### src/amh_ram.sv
// ----------------------------------------------------------------------------
// amh_ram
// Single-port synchronous RAM, registered read.
// ----------------------------------------------------------------------------
module amh_ram #(
  parameter int WIDTH = 8,
  parameter int DEPTH = 16
) (
  input  logic                     clk,
  input  logic                     we,
  input  logic [$clog2(DEPTH)-1:0] addr,
  input  logic [WIDTH-1:0]         wdata,
  output logic [WIDTH-1:0]         rdata
);

  logic [WIDTH-1:0] mem [DEPTH];

  always_ff @(posedge clk) begin
    if (we) begin
      mem[addr] <= wdata;
    end
    rdata <= mem[addr];
  end

endmodule

### config.mk
export PLATFORM = sky130hd
export DESIGN_NAME = amh_ram
export DESIGN_NICKNAME = d
export VERILOG_FILES = /design/src/amh_ram.sv
export SDC_FILE = /design/constraint.sdc
export NUM_CORES = 1
export LEC_CHECK = 0
export ABC_AREA = 0
export BUFFER_PORTS_ARGS = -buffer_cell sky130_fd_sc_hd__buf_2
export CAP_MARGIN = 40
export CORE_MARGIN = 2
export CORE_UTILIZATION = 25
export DETAILED_ROUTE_END_ITERATION = 6
export SETUP_SLACK_MARGIN = 0.4
export SLEW_MARGIN = 20
export SYNTH_ARGS = -nofsm -noshare
export SYNTH_HDL_FRONTEND = slang
export SYNTH_SLANG_ARGS = --single-unit
### constraint.sdc
create_clock -name clk -period 2.85 [get_ports clk]
set_input_delay 0.57 -clock clk [delete_from_list [all_inputs] [get_ports clk]]
set_output_delay 0.57 -clock clk [all_outputs]
set_load 0.1 [all_outputs]
==> run summary <==
Final HPWL DP -> 6680 µm
Design internal power -> 0.00361 W
Worst Setup Path Type -> input pin to flip-flop
PortBufs -> 21
# nets final -> 294
WP data required -> 3150 ps
Post-CTS setup buffer count -> 0
Setup TNS -> 0 ps
CTS Buf Count -> 17
Largest net degree at the start of global routing -> 21
Post-cts sizing count -> 0
Global-route wire length before repair -> 14,900 µm
Routed Antenna Nets -> 0
Final hold vios -> 0
Die Y -> 146 µm
Vias -> 2,342
# Max-Cap Violations -> 0
Routability cong. -> 0.714
Drt wl/cell -> 17.0 µm
Global Route Usage Sum -> 0.0956
Initial antenna violation count -> 1
WHS -> 537 ps
Run status -> finished, final reports clean
Die width -> 146 µm
1st-pass router iterations -> 4
Core area -> 20,000 µm²
Slew of the pin with the lowest slew margin -> 733 ps
Initial core utilization -> 0.253
Initial drt markers -> 156
RSZ-0062 raised after global routing -> no
CP arrival -> 2100 ps
Commonest non-fill, non-tap cells in the layout -> edfxtp_1 (128), mux4_2 (32), buf_2 (21)
Cell Area, Synth -> 5070 µm²
Crit path from -> addr[0]
Die footprint -> 21,400 µm²
Class of the worst hold path -> input pin to flip-flop
Row count -> 52
Crit-path max FO -> 15
Filler instances -> 1,971
Clk Tree Root Cell -> clkbuf_16
Post-Syn Instances -> 230
Hold Path Origin -> wdata[2]
Flops & latches, synth -> 136
Post-route setup slack -> 1040 ps
Power share of the combinational group -> 0.065
Sw Pwr -> 0.00103 W
Worst-path clk slew -> 60 ps
Grt ovf -> 0
Final WL -> 9560 µm
DRC Markers -> 0
Sequential share of power -> 0.485
Clock power share -> 0.450
Count of final max-slew check failures -> 0
Clk_skew -> 7.10 ps
Clock sink total -> 136
Clock Tree Buf Depth -> 2
Synth cell types -> 18
VDD IR max -> 527 µV
CTS Hold Bufs -> 0
Headroom to the max-slew limit -> 0.510
PwrDens -> 747 nW/µm²
Mapped Nets -> 244
H-tree levels -> 4
Clk Latency, worst-skew pair -> 410 ps
Register area share after synthesis -> 0.790
I/O Pins -> 22
Yosys warns -> 0
Leakage -> 2.02 nW
CTS tree -> done
R2r startpoint -> mem[0][3]$_DFFE_PP_
Vias in the first global route -> 2,585
Synth-to-layout area growth -> 22.6%
Synthesized area per cell -> 22.0 µm²
Final core utilization -> 0.310
Post-DR vias/cell -> 4.15
Layout cells sized above 1 -> 0.355
Most common cell after layout, fill and taps aside -> edfxtp_1
Nature of the critical path startpoint -> input pin
Setup WS pre-CTS -> 619 ps
Final period util -> 0.634
CP endpoint kind -> flip-flop
Sw frac -> 0.222
Setup Viol. Count Final -> 0
Fin crit period -> 1810 ps
Fmax -> 554 MHz
## synthesized netlist by cell type
master | count | share of area
or3b_2 | 1 | 0.0017
clkbuf_2 | 1 | 0.00099
edfxtp_1 | 128 | 0.76
nor2_1 | 13 | 0.0096
buf_1 | 4 | 0.0030
buf_6 | 2 | 0.0044
nand3_1 | 1 | 0.00099
a22oi_1 | 16 | 0.024
clkbuf_1 | 2 | 0.0015
nor3_1 | 4 | 0.0040
nand2_1 | 9 | 0.0067
nor2b_1 | 2 | 0.0025
nand2b_1 | 2 | 0.0025
dfxtp_1 | 8 | 0.032
and2_1 | 1 | 0.0012
mux4_2 | 32 | 0.14
buf_2 | 2 | 0.0020
nand3b_1 | 2 | 0.0030
## final timing paths
| path | endpoint | slack (ps) | depth (start not counted) |
|---|---|---|---|
| max | rdata[0]$_DFF_P_ | 1040 | 5 |
| min | mem[0][2]$_DFFE_PP_ | 540 | 1 |
| max reg2reg | rdata[3]$_DFF_P_ | 1470 | 3 |
| min reg2reg | rdata[2]$_DFF_P_ | 680 | 3 |
## cell families after synthesis
logic type             count (synthesis)  synth area share
buffers and inverters                 11            0.0119
multiplexers                          32             0.142
AO/OA/AOI/OAI                         16            0.0237
flip-flops                           136             0.790
AND/OR/NAND/NOR                       35            0.0321
## worst max-delay path, cell delays in order
cell and delay (ps):
buf_2 370, buf_12 230, mux4_2 500, a22oi_1 330, nand2_1 90
## power by group through the flow
stage                     registers (W)  logic [W]  clock network, W
final                           0.00225   0.000302           0.00209
after global routing            0.00225   0.000322           0.00221
after CTS                       0.00225   0.000307           0.00213
after detailed placement        0.00229   0.000307                 0
after global placement          0.00229   0.000303                 0
after floorplan                 0.00239   0.000115                 0
## area by class of cell
cell class | count | area [µm²] | area share
sequential | 136 | 4000 | 0.645
antenna | 1 | 2.50 | 0.000403
clock inverter | 15 | 150 | 0.0242
multi-input combinational | 83 | 1000 | 0.162
clock buffer | 17 | 425 | 0.0685
tap | 270 | 338 | 0.0544
timing repair buffer | 42 | 288 | 0.0463
## registers in the layout, summed over array words and instances (netlist names)
signal and count:
mem 128, rdata 8
## metrics by stage
| stage | instance area, µm² | total power, W | std cells |
|---|---|---|---|
| after floorplan | 5070 | 0.00250 | 230 |
| after global placement | 5630 | 0.00259 | 531 |
| after detailed placement | 5630 | 0.00260 | 531 |
| after CTS | 6210 | 0.00469 | 563 |
| after global routing | 6210 | 0.00479 | 563 |
| final | 6210 | 0.00464 | 564 |
## per-layer routing
metal,track usage,routed length [µm]
met1,0.111,4040
met2,0.165,4990
met3,0.0200,311
met4,0.0544,215
met5,0,0
Note: power is estimated with default switching activity, not from simulation.
